$ cat src/rtl/core/vtwm_pkg.sv
// Shared types, widths, field positions and register codes of the
// vibration, tilt and climate window monitor. No dependencies.
`timescale 1ns / 1ps

package vtwm_pkg;

  // Accelerometer sample width and the widths that follow from it
  localparam int ACCEL_WIDTH = 16;
  localparam int SQ_W        = 2 * ACCEL_WIDTH;
  localparam int MUL_W       = (SQ_W > 32) ? SQ_W : 32;
  localparam int PROD_W      = 2 * MUL_W;
  localparam int MAG_W       = (ACCEL_WIDTH > 16) ? ACCEL_WIDTH : 16;
  localparam int ROOT_CNT_W  = (ACCEL_WIDTH > 1) ? $clog2(ACCEL_WIDTH) : 1;

  // Tangent register is Q0.16, so its square carries a 2^32 scale
  localparam int TAN_W   = 16;
  localparam int TAN2_W  = 2 * TAN_W;

  // Result arithmetic
  localparam int VIB_W      = 16;
  localparam int PGA_W      = 23;
  localparam int SI_FAC_W   = 16;
  localparam int SI_SHIFT   = 16;
  localparam int SI_FULL_W  = PGA_W + SI_FAC_W - SI_SHIFT;
  localparam int SI_W       = 19;
  localparam int PGA_SCALE  = 100;
  localparam int TEMP_W     = 11;
  localparam int PEAK_W     = 10;
  localparam int SEC_W      = 16;

  // Input word layout, lowest bit first
  localparam int X_LSB      = 0;
  localparam int Y_LSB      = ACCEL_WIDTH;
  localparam int Z_LSB      = 2 * ACCEL_WIDTH;
  localparam int T_LSB      = 3 * ACCEL_WIDTH;
  localparam int TOK_BIT    = T_LSB + TEMP_W;
  localparam int H_LSB      = TOK_BIT + 1;
  localparam int HOK_BIT    = H_LSB + PEAK_W;
  localparam int IN_W       = HOK_BIT + 1;
  localparam int IN_TDATA_W = ((IN_W + 7) / 8) * 8;

  // Result word layout, lowest bit first
  localparam int OUT_W      = PGA_W + SI_W + 2 + 2 * PEAK_W;
  localparam int OUT_TDATA_W = ((OUT_W + 7) / 8) * 8;

  // Request kinds carried in tuser
  localparam logic [1:0] REQ_ACCEL   = 2'd0;
  localparam logic [1:0] REQ_CLIMATE = 2'd1;
  localparam logic [1:0] REQ_TICK    = 2'd2;

  // Configuration register indexes
  localparam int CFG_IDX_W = 3;
  localparam int CFG_DATA_W = 19;
  localparam logic [CFG_IDX_W-1:0] CFG_GRAVITY  = 3'd0;
  localparam logic [CFG_IDX_W-1:0] CFG_TILT_TAN = 3'd1;
  localparam logic [CFG_IDX_W-1:0] CFG_SI_GAIN  = 3'd2;
  localparam logic [CFG_IDX_W-1:0] CFG_QUAKE    = 3'd3;
  localparam logic [CFG_IDX_W-1:0] CFG_COLLAPSE = 3'd4;
  localparam logic [CFG_IDX_W-1:0] CFG_WINDOW   = 3'd5;

  // Register reset values
  localparam logic [15:0]     GRAVITY_RST  = 16'd2511;
  localparam logic [15:0]     TILT_TAN_RST = 16'd23853;
  localparam logic [15:0]     SI_GAIN_RST  = 16'd4588;
  localparam logic [SI_W-1:0] QUAKE_RST    = 19'd1280;
  localparam logic [SI_W-1:0] COLLAPSE_RST = 19'd10240;
  localparam logic [15:0]     WINDOW_RST   = 16'd60;

  // Status of the square root unit
  typedef struct packed {
    logic busy;
    logic done;
  } sqrt_stat_t;

endpackage

$ cat src/rtl/core/vibration_tilt_window_monitor.sv
// Top level of the vibration, tilt and climate window monitor: sequencer,
// window state, configuration and output register. Uses vtwm_pkg,
// vtwm_mul and vtwm_isqrt.
`timescale 1ns / 1ps

// An accelerometer word runs four squaring passes through the shared 32x32
// multiplier, then the 16-step square root, which runs beside the two
// tangent products; no new word is accepted until it is through. A climate
// word and a tick that does not close the window are handled without
// leaving the idle state. A tick that closes the window runs two multiplier
// passes and then waits until the previous result has been taken. A climate
// word skips failed readings; request kind 3 is accepted and ignored. The
// result register lets new words be accepted while a result waits
// downstream. Configuration writes take effect at once and belong in idle
// periods.

module vibration_tilt_window_monitor
  import vtwm_pkg::*;
(
  input  logic                   clk,
  input  logic                   rst,
  // Configuration write port
  input  logic                   cfg_we,
  input  logic [CFG_IDX_W-1:0]   cfg_index,
  input  logic [CFG_DATA_W-1:0]  cfg_data,
  // Input stream
  input  logic                   s_tvalid,
  output logic                   s_tready,
  // tdata fields from bit 0: accel_x, accel_y, accel_z, temperature,
  // temperature_ok, humidity, humidity_ok, zero pad
  input  logic [IN_TDATA_W-1:0]  s_tdata,
  // tuser fields from bit 0: req_type
  input  logic [1:0]             s_tuser,
  // Result stream
  output logic                   m_tvalid,
  input  logic                   m_tready,
  // tdata fields from bit 0: pga_value, intensity_value, quake_flag,
  // collapse_flag, peak_temperature, peak_humidity
  output logic [OUT_TDATA_W-1:0] m_tdata
);

  // Sequencer states
  localparam logic [3:0] S_IDLE = 4'd0;
  localparam logic [3:0] S_MX   = 4'd1;
  localparam logic [3:0] S_MY   = 4'd2;
  localparam logic [3:0] S_MZ   = 4'd3;
  localparam logic [3:0] S_MT   = 4'd4;
  localparam logic [3:0] S_SQ   = 4'd5;
  localparam logic [3:0] S_P1   = 4'd6;
  localparam logic [3:0] S_P2   = 4'd7;
  localparam logic [3:0] S_VIB  = 4'd8;
  localparam logic [3:0] S_PGA  = 4'd9;
  localparam logic [3:0] S_SI   = 4'd10;
  localparam logic [3:0] S_OUT  = 4'd11;

  logic [3:0] state;

  // Configuration registers
  logic [15:0]     gravity_q8;
  logic [15:0]     tilt_tangent_q16;
  logic [15:0]     si_per_pga_q16;
  logic [SI_W-1:0] quake_threshold;
  logic [SI_W-1:0] collapse_threshold;
  logic [15:0]     window_seconds;

  // Window state
  logic [VIB_W-1:0]  peak_vibration;
  logic              tilted_seen;
  logic [PEAK_W-1:0] peak_temp_store;
  logic [PEAK_W-1:0] peak_hum_store;
  logic [SEC_W-1:0]  seconds_elapsed;
  logic [SEC_W-1:0]  seconds_next;

  // Working registers of one sample
  logic [ACCEL_WIDTH-1:0] ax, ay, az;
  logic                   yz_zero;
  logic                   z_pos;
  logic [SQ_W-1:0]        x2, y2, z2;
  logic [TAN2_W-1:0]      t2;
  logic [PGA_W-1:0]       pga;

  // Result register
  logic                   out_valid;
  logic [OUT_TDATA_W-1:0] out_data;
  logic                   out_load;

  // Shared units
  logic [MUL_W-1:0]       mul_a, mul_b;
  logic [PROD_W-1:0]      mul_p;
  logic                   sqrt_start;
  logic [SQ_W-1:0]        sqrt_rad;
  sqrt_stat_t             sqrt_stat;
  logic [ACCEL_WIDTH-1:0] sqrt_root;

  // Input fields
  logic [1:0]             in_kind;
  logic [ACCEL_WIDTH-1:0] in_x, in_y, in_z;
  logic [TEMP_W-1:0]      in_temp;
  logic                   in_temp_ok;
  logic [PEAK_W-1:0]      in_hum;
  logic                   in_hum_ok;
  logic                   in_accept;

  // Derived values
  logic [PROD_W-1:0]      pitch_lhs, roll_lhs;
  logic                   roll_ok;
  logic [MAG_W-1:0]       mag_e, grav_e, vib_diff;
  logic [VIB_W-1:0]       vib;
  logic [SI_FULL_W-1:0]   si_full;
  logic [SI_W-1:0]        si_sat;
  logic                   quake_flag, collapse_flag;

  assign in_kind    = s_tuser;
  assign in_x       = s_tdata[X_LSB +: ACCEL_WIDTH];
  assign in_y       = s_tdata[Y_LSB +: ACCEL_WIDTH];
  assign in_z       = s_tdata[Z_LSB +: ACCEL_WIDTH];
  assign in_temp    = s_tdata[T_LSB +: TEMP_W];
  assign in_temp_ok = s_tdata[TOK_BIT];
  assign in_hum     = s_tdata[H_LSB +: PEAK_W];
  assign in_hum_ok  = s_tdata[HOK_BIT];

  assign s_tready  = (state == S_IDLE);
  assign in_accept = s_tvalid && s_tready;
  assign m_tvalid  = out_valid;
  assign m_tdata   = out_data;

  // Saturating tick count
  assign seconds_next = (seconds_elapsed != {SEC_W{1'b1}}) ? seconds_elapsed + 1'b1
                                                           : seconds_elapsed;

  // Tilt comparisons against the squared tangent products
  assign pitch_lhs = PROD_W'({x2, 32'b0});
  assign roll_lhs  = PROD_W'({y2, 32'b0});
  assign roll_ok   = yz_zero || (z_pos && !(roll_lhs > mul_p));

  // Vibration value from the magnitude, saturated to the vibration width
  assign mag_e    = MAG_W'(sqrt_root);
  assign grav_e   = MAG_W'(gravity_q8);
  assign vib_diff = (mag_e >= grav_e) ? mag_e - grav_e : grav_e - mag_e;
  assign vib      = (vib_diff > MAG_W'({VIB_W{1'b1}})) ? {VIB_W{1'b1}}
                                                      : vib_diff[VIB_W-1:0];

  // Intensity from the second multiplier pass of a window close
  assign si_full       = mul_p[PGA_W+SI_FAC_W-1:SI_SHIFT];
  assign si_sat        = (|si_full[SI_FULL_W-1:SI_W]) ? {SI_W{1'b1}}
                                                      : si_full[SI_W-1:0];
  assign quake_flag    = (si_full > SI_FULL_W'(quake_threshold));
  assign collapse_flag = tilted_seen || (si_full > SI_FULL_W'(collapse_threshold));
  assign out_load      = (state == S_OUT) && (!out_valid || m_tready);

  // Multiplier operand selection per step
  always_comb begin
    mul_a = '0;
    mul_b = '0;
    unique case (state)
      S_MX: begin
        mul_a = MUL_W'(ax);
        mul_b = MUL_W'(ax);
      end
      S_MY: begin
        mul_a = MUL_W'(ay);
        mul_b = MUL_W'(ay);
      end
      S_MZ: begin
        mul_a = MUL_W'(az);
        mul_b = MUL_W'(az);
      end
      S_MT: begin
        mul_a = MUL_W'(tilt_tangent_q16);
        mul_b = MUL_W'(tilt_tangent_q16);
      end
      S_SQ: begin
        mul_a = MUL_W'(mul_p[TAN2_W-1:0]);
        mul_b = MUL_W'(y2 + z2);
      end
      S_P1: begin
        mul_a = MUL_W'(t2);
        mul_b = MUL_W'(z2);
      end
      S_PGA: begin
        mul_a = MUL_W'(peak_vibration);
        mul_b = MUL_W'(PGA_SCALE);
      end
      S_SI, S_OUT: begin
        mul_a = MUL_W'(state == S_SI ? mul_p[PGA_W-1:0] : pga);
        mul_b = MUL_W'(si_per_pga_q16);
      end
      default: begin
        mul_a = '0;
        mul_b = '0;
      end
    endcase
  end

  assign sqrt_start = (state == S_SQ);
  assign sqrt_rad   = x2 + y2 + z2;

  vtwm_mul u_mul (
    .clk (clk),
    .a   (mul_a),
    .b   (mul_b),
    .p   (mul_p)
  );

  vtwm_isqrt u_isqrt (
    .clk      (clk),
    .rst      (rst),
    .start    (sqrt_start),
    .radicand (sqrt_rad),
    .stat     (sqrt_stat),
    .root     (sqrt_root)
  );

  // Configuration writes
  always_ff @(posedge clk) begin
    if (rst) begin
      gravity_q8         <= GRAVITY_RST;
      tilt_tangent_q16   <= TILT_TAN_RST;
      si_per_pga_q16     <= SI_GAIN_RST;
      quake_threshold    <= QUAKE_RST;
      collapse_threshold <= COLLAPSE_RST;
      window_seconds     <= WINDOW_RST;
    end else if (cfg_we) begin
      unique case (cfg_index)
        CFG_GRAVITY:  gravity_q8         <= cfg_data[15:0];
        CFG_TILT_TAN: tilt_tangent_q16   <= cfg_data[15:0];
        CFG_SI_GAIN:  si_per_pga_q16     <= cfg_data[15:0];
        CFG_QUAKE:    quake_threshold    <= cfg_data;
        CFG_COLLAPSE: collapse_threshold <= cfg_data;
        CFG_WINDOW:   window_seconds     <= cfg_data[15:0];
        default: ;
      endcase
    end
  end

  // Sequencer and window state
  always_ff @(posedge clk) begin
    if (rst) begin
      state           <= S_IDLE;
      peak_vibration  <= '0;
      tilted_seen     <= 1'b0;
      peak_temp_store <= '0;
      peak_hum_store  <= '0;
      seconds_elapsed <= '0;
    end else begin
      unique case (state)
        S_IDLE: begin
          if (in_accept) begin
            unique case (in_kind)
              REQ_ACCEL: state <= S_MX;
              REQ_CLIMATE: begin
                if (in_temp_ok && !in_temp[TEMP_W-1] &&
                    (in_temp[PEAK_W-1:0] > peak_temp_store)) begin
                  peak_temp_store <= in_temp[PEAK_W-1:0];
                end
                if (in_hum_ok && (in_hum > peak_hum_store)) begin
                  peak_hum_store <= in_hum;
                end
              end
              REQ_TICK: begin
                seconds_elapsed <= seconds_next;
                if (seconds_next >= window_seconds) begin
                  state <= S_PGA;
                end
              end
              default: ;
            endcase
          end
        end
        S_MX:  state <= S_MY;
        S_MY:  state <= S_MZ;
        S_MZ:  state <= S_MT;
        S_MT:  state <= S_SQ;
        S_SQ:  state <= S_P1;
        S_P1: begin
          if (pitch_lhs > mul_p) begin
            tilted_seen <= 1'b1;
          end
          state <= S_P2;
        end
        S_P2: begin
          if (!roll_ok) begin
            tilted_seen <= 1'b1;
          end
          state <= S_VIB;
        end
        S_VIB: begin
          if (sqrt_stat.done) begin
            if (vib > peak_vibration) begin
              peak_vibration <= vib;
            end
            state <= S_IDLE;
          end
        end
        S_PGA: state <= S_SI;
        S_SI:  state <= S_OUT;
        S_OUT: begin
          if (out_load) begin
            peak_vibration  <= '0;
            tilted_seen     <= 1'b0;
            peak_temp_store <= '0;
            peak_hum_store  <= '0;
            seconds_elapsed <= '0;
            state           <= S_IDLE;
          end
        end
        default: state <= S_IDLE;
      endcase
    end
  end

  // Capture sample magnitudes and the products of each step
  always_ff @(posedge clk) begin
    if (in_accept && (in_kind == REQ_ACCEL)) begin
      ax      <= in_x[ACCEL_WIDTH-1] ? ~in_x + 1'b1 : in_x;
      ay      <= in_y[ACCEL_WIDTH-1] ? ~in_y + 1'b1 : in_y;
      az      <= in_z[ACCEL_WIDTH-1] ? ~in_z + 1'b1 : in_z;
      yz_zero <= (in_y == '0) && (in_z == '0);
      z_pos   <= !in_z[ACCEL_WIDTH-1] && (in_z != '0);
    end
    if (state == S_MY) x2 <= mul_p[SQ_W-1:0];
    if (state == S_MZ) y2 <= mul_p[SQ_W-1:0];
    if (state == S_MT) z2 <= mul_p[SQ_W-1:0];
    if (state == S_SQ) t2 <= mul_p[TAN2_W-1:0];
    if (state == S_SI) pga <= mul_p[PGA_W-1:0];
  end

  // Result register: load on window close, drop when taken
  always_ff @(posedge clk) begin
    if (rst) begin
      out_valid <= 1'b0;
    end else if (out_load) begin
      out_valid <= 1'b1;
    end else if (m_tready) begin
      out_valid <= 1'b0;
    end
  end

  always_ff @(posedge clk) begin
    if (out_load) begin
      out_data <= OUT_TDATA_W'({peak_hum_store, peak_temp_store, collapse_flag,
                                quake_flag, si_sat, pga});
    end
  end

  // Window close clears the state and presents a result
  a_close_clears: assert property (@(posedge clk) disable iff (rst)
    out_load |=> (seconds_elapsed == '0) && (peak_vibration == '0) &&
                 !tilted_seen && m_tvalid)
    else $error("window close did not clear state or present a result");

  // The root only finishes while the sequencer waits for it
  a_sqrt_done_state: assert property (@(posedge clk) disable iff (rst)
    sqrt_stat.done |-> (state == S_VIB))
    else $error("square root finished outside its wait step");

  // A quake flag implies the reported intensity reaches the threshold
  a_quake_consistent: assert property (@(posedge clk) disable iff (rst)
    (m_tvalid && out_data[PGA_W+SI_W]) |->
      (out_data[PGA_W +: SI_W] >= quake_threshold))
    else $error("quake flag without intensity above threshold");

endmodule

$ cat src/rtl/core/vtwm_mul.sv
// Shared multiplier of the window monitor: one registered product per cycle.
// Depends on vtwm_pkg for operand widths.
`timescale 1ns / 1ps

module vtwm_mul
  import vtwm_pkg::*;
(
  input  logic              clk,
  input  logic [MUL_W-1:0]  a,
  input  logic [MUL_W-1:0]  b,
  output logic [PROD_W-1:0] p
);

  // Register the product of the current operands
  always_ff @(posedge clk) begin
    p <= PROD_W'(a) * PROD_W'(b);
  end

endmodule

$ cat src/rtl/core/vtwm_isqrt.sv
// Digit-by-digit integer square root, one result bit per cycle.
// Depends on vtwm_pkg for widths and the status struct.
`timescale 1ns / 1ps

module vtwm_isqrt
  import vtwm_pkg::*;
(
  input  logic                   clk,
  input  logic                   rst,
  input  logic                   start,
  input  logic [SQ_W-1:0]        radicand,
  output sqrt_stat_t             stat,
  output logic [ACCEL_WIDTH-1:0] root
);

  // The remainder entering any step stays below 2^ACCEL_WIDTH; only the
  // remainder left by the last step can be wider, and it is never read
  logic [SQ_W-1:0]        rad;
  logic [ACCEL_WIDTH-1:0] rem;
  logic [ROOT_CNT_W-1:0]  cnt;
  logic [ACCEL_WIDTH+1:0] shifted;
  logic [ACCEL_WIDTH+1:0] trial;
  logic                   ge;

  // Bring down two radicand bits and try the next root bit
  assign shifted = {rem, rad[SQ_W-1 -: 2]};
  assign trial   = {root, 2'b01};
  assign ge      = (shifted >= trial);

  // Control: busy while stepping, done pulses after the last step
  always_ff @(posedge clk) begin
    if (rst) begin
      stat <= '0;
      cnt  <= '0;
    end else begin
      stat.done <= 1'b0;
      if (start) begin
        stat.busy <= 1'b1;
        cnt       <= '0;
      end else if (stat.busy) begin
        cnt <= cnt + 1'b1;
        if (cnt == ROOT_CNT_W'(ACCEL_WIDTH - 1)) begin
          stat.busy <= 1'b0;
          stat.done <= 1'b1;
        end
      end
    end
  end

  // Datapath: remainder, root and radicand shift
  always_ff @(posedge clk) begin
    if (start) begin
      rad  <= radicand;
      rem  <= '0;
      root <= '0;
    end else if (stat.busy) begin
      rad  <= {rad[SQ_W-3:0], 2'b00};
      rem  <= ge ? ACCEL_WIDTH'(shifted - trial) : ACCEL_WIDTH'(shifted);
      root <= {root[ACCEL_WIDTH-2:0], ge};
    end
  end

endmodule
$ cat config.mk
export PLATFORM = sky130hd
export DESIGN_NAME = vibration_tilt_window_monitor
export DESIGN_NICKNAME = d
export VERILOG_FILES = /design/src/rtl/core/vtwm_pkg.sv /design/src/rtl/core/vibration_tilt_window_monitor.sv /design/src/rtl/core/vtwm_mul.sv /design/src/rtl/core/vtwm_isqrt.sv
export SDC_FILE = /design/constraint.sdc
export NUM_CORES = 2
export LEC_CHECK = 0
export ABC_CLOCK_PERIOD_IN_PS = 13440
export BUFFER_PORTS_ARGS = -buffer_cell sky130_fd_sc_hd__buf_2
export CAP_MARGIN = 10
export CORE_MARGIN = 2
export CORE_UTILIZATION = 45
export CTS_CLUSTER_DIAMETER = 50
export DETAILED_ROUTE_END_ITERATION = 7
export GPL_TIMING_DRIVEN = 0
export PLACE_DENSITY_LB_ADDON = 0.1
export SLEW_MARGIN = 25
export SYNTH_ARGS = -nofsm -noshare
export SYNTH_HDL_FRONTEND = slang
export SYNTH_SLANG_ARGS = --single-unit
$ cat constraint.sdc
create_clock -name clk -period 13.44 [get_ports clk]
set_clock_uncertainty 0.05 [all_clocks]
set_input_delay 0 -clock clk [delete_from_list [all_inputs] [get_ports clk]]
set_output_delay 0 -clock clk [all_outputs]
set_load 0.005 [all_outputs]
* Word-level counts from Yosys, hierarchy flattened *
Cells that the tools add are included.

cells by class
  add/subtract/negate cells = 11
  multiply operators = 1
  order comparisons = 11
  equal/unequal tests = 32
  mux-type cells = 43
  bitwise logic cells = 4
  reduce and logical (&&, ||, !) cells = 43

operator list
  cell                                                  count
  case mux 32 bit (8 select lines)                      2
  two-way mux 16 bit                                    9
  > comparator 64 bit                                   2
  adder 32 bit                                          3
  two-way mux 10 bit                                    7
  adder 16 x 1 -> 16 bit (second input constant)        4
  multiplier 32 x 32 -> 64 bit                          1
  two-way mux 32 bit                                    2
  case mux 16 bit (2 select lines)                      2
  inverter 16 bit                                       3
  case mux 4 bit (12 select lines)                      1
  subtractor 16 bit                                     3
  > comparator 23 x 19 -> 1 bit                         2
  two-way mux 15 bit                                    3
  case mux 10 bit (2 select lines)                      2
  greater-or-equal comparator 16 bit                    2
  zero test 16 bit                                      2
  two-way mux 23 bit                                    1
  equality test 4 bit (second input constant)           5
  > comparator 10 bit                                   2
  greater-or-equal comparator 18 bit                    1
  equality test 4 x 3 -> 1 bit (second input constant)  4
  > comparator 16 bit                                   1
  > comparator 16 bit (second input constant)           1
  34 further kinds                                      80

storage, ports and cells
  register bits = 559
  bits of input ports = 101
  output and inout port bits = 66
  logic and storage cells = 180

* Depth between registers and ports, before layout *
  word-level depth = 8
  depth in mapped cells = 41
  mapped depth without buffers = 38

* By module *
Synthesis repeated with hierarchy kept, for this count alone.

unflattened totals
  cells, all modules = 6715
  area, all modules = 63784.9 µm²

modules (own cells, without submodules)
  module                         times used  cells each  area an instance (µm²)  seq. area each (µm²)
  vtwm_mul                       1           3792        34574.4                 1281.2
  vibration_tilt_window_monitor  1           2574        25455.7                 11160.7
  vtwm_isqrt                     1           349         3754.9                  1721.7

* Worst setup path before layout *
Ideal clock, no wire load.

  path kind = register to register
  start point = register state[2]
  end point = register u_mul.p[62]
  library setup time = 0.072 ns
  arrival time = 9.582 ns
  data required time = 13.318 ns
  path slack = 3.737 ns
  stages on the path, launching flop included = 35
  buffers on the path = 4
  clock period less this slack = 9.703 ns
  cell sequence = dfxtp_1 -> nand2b_1 -> clkbuf_1 -> nor3_1 -> clkbuf_1 -> a22oi_1 -> nand2_1 -> a221oi_1 -> o21ai_1 -> clkbuf_1 -> nand2_1 -> fa_1 -> inv_1 -> fa_1 -> inv_1 -> fa_1 -> fa_1 -> inv_1 -> fa_1 -> fa_1 -> fa_1 -> inv_1 -> fa_1 -> inv_1 -> ha_1 -> clkbuf_1 -> nand3_1 -> or4_1 -> nor3_1 -> o31ai_2 -> a21oi_2 -> a311o_2 -> a31oi_4 -> o41ai_2 -> xor2_1

between the ends
  word-level cells in the longest chain between the ends = 4
  elaborated cells between the ends (all ways) = 14
  those cells by class = mul (1); eq/ne (9); mux (3); reduce/logical (1)

RTL lines
  what                                                             RTL line                                                                    text
  start: declaration                                               vibration_tilt_window_monitor.sv:56                                         logic [3:0] state;
  start signal: assignment                                         vibration_tilt_window_monitor.sv:239                                        state <= S_IDLE;
  start signal: assignment                                         vibration_tilt_window_monitor.sv:250                                        REQ_ACCEL: state <= S_MX;
  start signal: assignment                                         vibration_tilt_window_monitor.sv:263                                        state <= S_PGA;
  equality test 4 bit (on tied branches)                           vibration_tilt_window_monitor.sv:155, vibration_tilt_window_monitor.sv:185
  two-way mux 23 bit / OR reduction 2 bit (equally long branches)  vibration_tilt_window_monitor.sv:185, vibration_tilt_window_monitor.sv:155
  case mux 32 bit (8 select lines)                                 vibration_tilt_window_monitor.sv:155                                        unique case (state)
  multiplier 32 x 32 -> 64 bit (*)                                 vtwm_mul.sv:16                                                              p <= PROD_W'(a) * PROD_W'(b);
  end signal: assignment                                           vtwm_mul.sv:16
  end: declaration                                                 vtwm_mul.sv:11                                                              output logic [PROD_W-1:0] p

Mark *: on every way between the ends. The rest lies on a longest branch, timed or not.
A chain may end at the register's enable or synchronous reset.

* Worst setup path in the final report *
Ends and elaborated chain as after synthesis.

==> results.md <==
* CTS tree: done
* Worst Path Required at 13.92 ns
* VDD IR max at 0.000185 V
* Slew margin rel. at 17.0%
* Max Fclk at 0.0768 GHz
* XOR/XNOR Fraction of Synth Area at 2.74%
* Adder-cell share of the synthesized area at 40.2%
* Post-synthesis compound-gate area fraction at 10.6%
* IO Pins at 167
* Bufs on Longest Clock Path at 3
* # setup viols final at 0
* Commonest non-fill, non-tap cell in the layout: inv_1
* Total Nets Final at 8854
* WS Path Type: flip-flop to flip-flop
* Cell area power density at 120 nW/um2
* Post-synthesis mux area share at 0.842%
* FF+latch count, synth at 559
* Most frequent cells in the layout: inv_1, nand2_1, fa_1
* CTS Buf Count at 57
* Share of post-route cells with drive strength above 1 at 6.30%
* CP startpoint kind: flip-flop
* Core ar. at 139000 um2
* Via density at 5.69
* YS warnings at 0
* Routed len/inst at 27.1 um
* R2R Path Start: state[2]
* Initial antenna violation count at 23
* Yosys cell types at 87
* Measured slew at the worst slew-check pin at 1.24 ns
* Vias in the first global route at 52200
* Syn nets at 8447
* Bufs and invs on worst path at 10
* Placed Cells at 8968
* Largest net degree at the start of global routing at 42
* Leak at 0.0322 uW
* RSZ-0062 raised after global routing: false
* Critical path's top delay family: adder cells
* Area grow syn2layout at 11.9%
* RePlAce Congestion at 1.00
* Max-cap check violation count at 0
* Comb pwr share at 52.6%
* Hold Crit Start: rst
* Sw frac at 48.4%
* Register area share after synthesis at 22.5%
* Internal power at 4370 uW
* Die X at 378 um
* Arrival time at the worst endpoint at 13.50 ns
* Main synth FF type: edfxtp_1
* Slew Limit Fails at 0
* Reg clk slew, reported paths at 0.06 ns
* Synthesized area at 63000 um2
* Initial DRC Count at 5558
* Global-route usage over all layers at 35.3%
* Period utilisation layout at 96.8%
* CP max-delay cell: clkbuf_1
* Final min period at 13.02 ns
* Slowest stage delay, CP at 0.87 ns
* Clock power frac at 20.6%
* Die area at 143000 um2
* Fraction of registers with async set/reset at 0%
* Root Driver: clkbuf_16
* Finished Cell Area at 70500 um2
* Non-filler cells, final at 9223
* Setup Fix Bufs, Post-CTS at 0
* H-tree levels at 2
* Status: finished, final reports clean
* Clock Sinks at 559
* Post-synthesis simple-gate area fraction at 14.1%
* Placed Area at 67000 um2
* Most used cell along the critical path: fa_1
* Largest family of logic cells by synthesized area: adder cells
* Pre-CTS setup slack at 0.571 ns
* Skew-Pair Late Insertion Delay at 0.65 ns
* Die height at 378 um
* Switch Pwr at 4100 uW
* Total congestion overflow at 0
* Final core occ at 50.6%
* CP endpoint kind: flip-flop
* Initial Util at 45.3%
* Worst setup margin at 0.424 ns
* HP Class: input pin to flip-flop
* Port Buffers at 161
* Hold Fails Final Rpt at 0
* ANT nets after route at 0
* Mean Syn Cell Area at 9.15 um2
* Total wire length at 250 mm
* Cells after synthesis at 6883
* CP Launch Point: state[2]
* # rows at 137
* Post-DP HPWL at 205 mm
* Routed via count at 52400
* Reg power frac at 26.9%
* Drt pass-1 iters at 6
* Number of flops mapped to enable cells by yosys at 297
* Crit-path max FO at 10
* Residual DRC count at 0
* Global-route wire length before repair at 362 mm
Yosys cell counts, types with 6 or more instances:
cell,number,share of area (%)
buf_1,12,0.072
o21ai_0,149,1.2
a21o_1,118,1.4
nand2b_1,70,0.70
nand2_1,1036,6.2
nor3b_1,6,0.072
a211oi_1,53,0.63
and3_1,26,0.26
inv_1,1197,7.1
nor3_1,47,0.37
a22o_1,26,0.36
xnor2_1,139,1.9
a21oi_1,312,2.5
a31oi_1,19,0.19
a221oi_1,14,0.19
clkbuf_1,262,1.6
o21ai_1,32,0.25
a22oi_1,82,0.98
mux2i_1,44,0.70
o21a_1,28,0.33
and2_1,44,0.44
or3_1,13,0.13
and4_1,11,0.15
a211o_1,30,0.42
or2_2,9,0.089
xor2_1,58,0.81
nor4_1,20,0.20
edfxtp_1,297,14
a221o_1,6,0.095
nand3b_1,27,0.32
a31o_2,8,0.11
mux2_2,8,0.14
nor2b_1,27,0.27
nand4_1,63,0.63
o2111ai_1,21,0.29
fa_1,931,30
ha_1,532,11
dfxtp_1,262,8.3
o21bai_1,23,0.27
buf_2,34,0.27
o31ai_1,21,0.25
o211ai_1,13,0.15
nand3_1,56,0.44
nor2_1,614,3.7
cells by family after synthesis:
kind of cell,after synthesis
adder cells (fa/ha/maj),1463
AND/OR/NAND/NOR,2082
XOR/XNOR,197
multiplexers,52
buffers and inverters,1508
flip-flops,559
AO/OA/AOI/OAI,1022
worst reg2reg max path, delay by kind of cell, from the launching register on:
kind / cells / cell delay [ns]
fa+ha+maj: 9 / 4.31
buf+inv: 10 / 3.59
compound gates: 6 / 2.17
simple gates: 6 / 2.13
flops: 1 / 0.34
xor+xnor: 1 / 0.31
flip-flops by register name, indices dropped and copies added, names as in the netlist, 19 cells and up:
register            flops
u_mul.p                64
z2                     32
u_isqrt.rad            32
quake_threshold        19
x2                     32
collapse_threshold     19
m_tdata                64
y2                     32
pga                    23
t2                     32
per-stage QoR:
step	TNS, ns	hold slack, ns	power, uW
after floorplan	0	0.0489	4650
after global placement	-8.36	0.193	6460
after detailed placement	0	0.207	6600
after CTS	0	0.00884	8380
after global routing	0	0.0763	8870
final	0	0.0256	8470
what timing repair did:
action | 4_1_cts | 5_1_grt
hold buffers | 138 | 0
gates resized for setup | 0 | 0
hold endpoints to repair | 192 | 0
cell type report:
type | count | area (um2)
diodes | 8 | 20.0
plain buffers | 309 | 1250
clock buffers | 71 | 1540
clock inverters | 37 | 470
fillers | 13400 | 68700
inverters | 1199 | 4500
multi-input cells | 4816 | 43400
flip-flops and latches | 559 | 14200
well taps | 1876 | 2350
repair buffers | 348 | 2730
power groups by stage:
stage,clock network (uW),logic (uW),registers [uW]
global route,1830,4760,2280
global placement,0,4170,2290
CTS,1760,4360,2260
floorplan,0,2530,2120
detailed placement,0,4310,2290
finish,1740,4450,2270
routing by layer:
layer	vias up	wire length [um]	share of wire, %	GRT usage (%)
met1	26500	107000	43	50.3
li1	22900	-	-	-
met2	2485	104000	42	51.3
met3	510	26400	11	8.73
met4	10	12600	5.1	14.7
met5	-	76	0.030	0
final timing paths:
kind / slack, ns / endpoint / depth (start not counted)
worst max register to register: 0.42 / u_mul.p[62] / 32
worst min register to register: 0.40 / m_tdata[14] / 0
worst min-delay path: 0.03 / state[0] / 3
worst max-delay path: 0.42 / u_mul.p[62] / 32
Power figures use the tool's default switching activity.
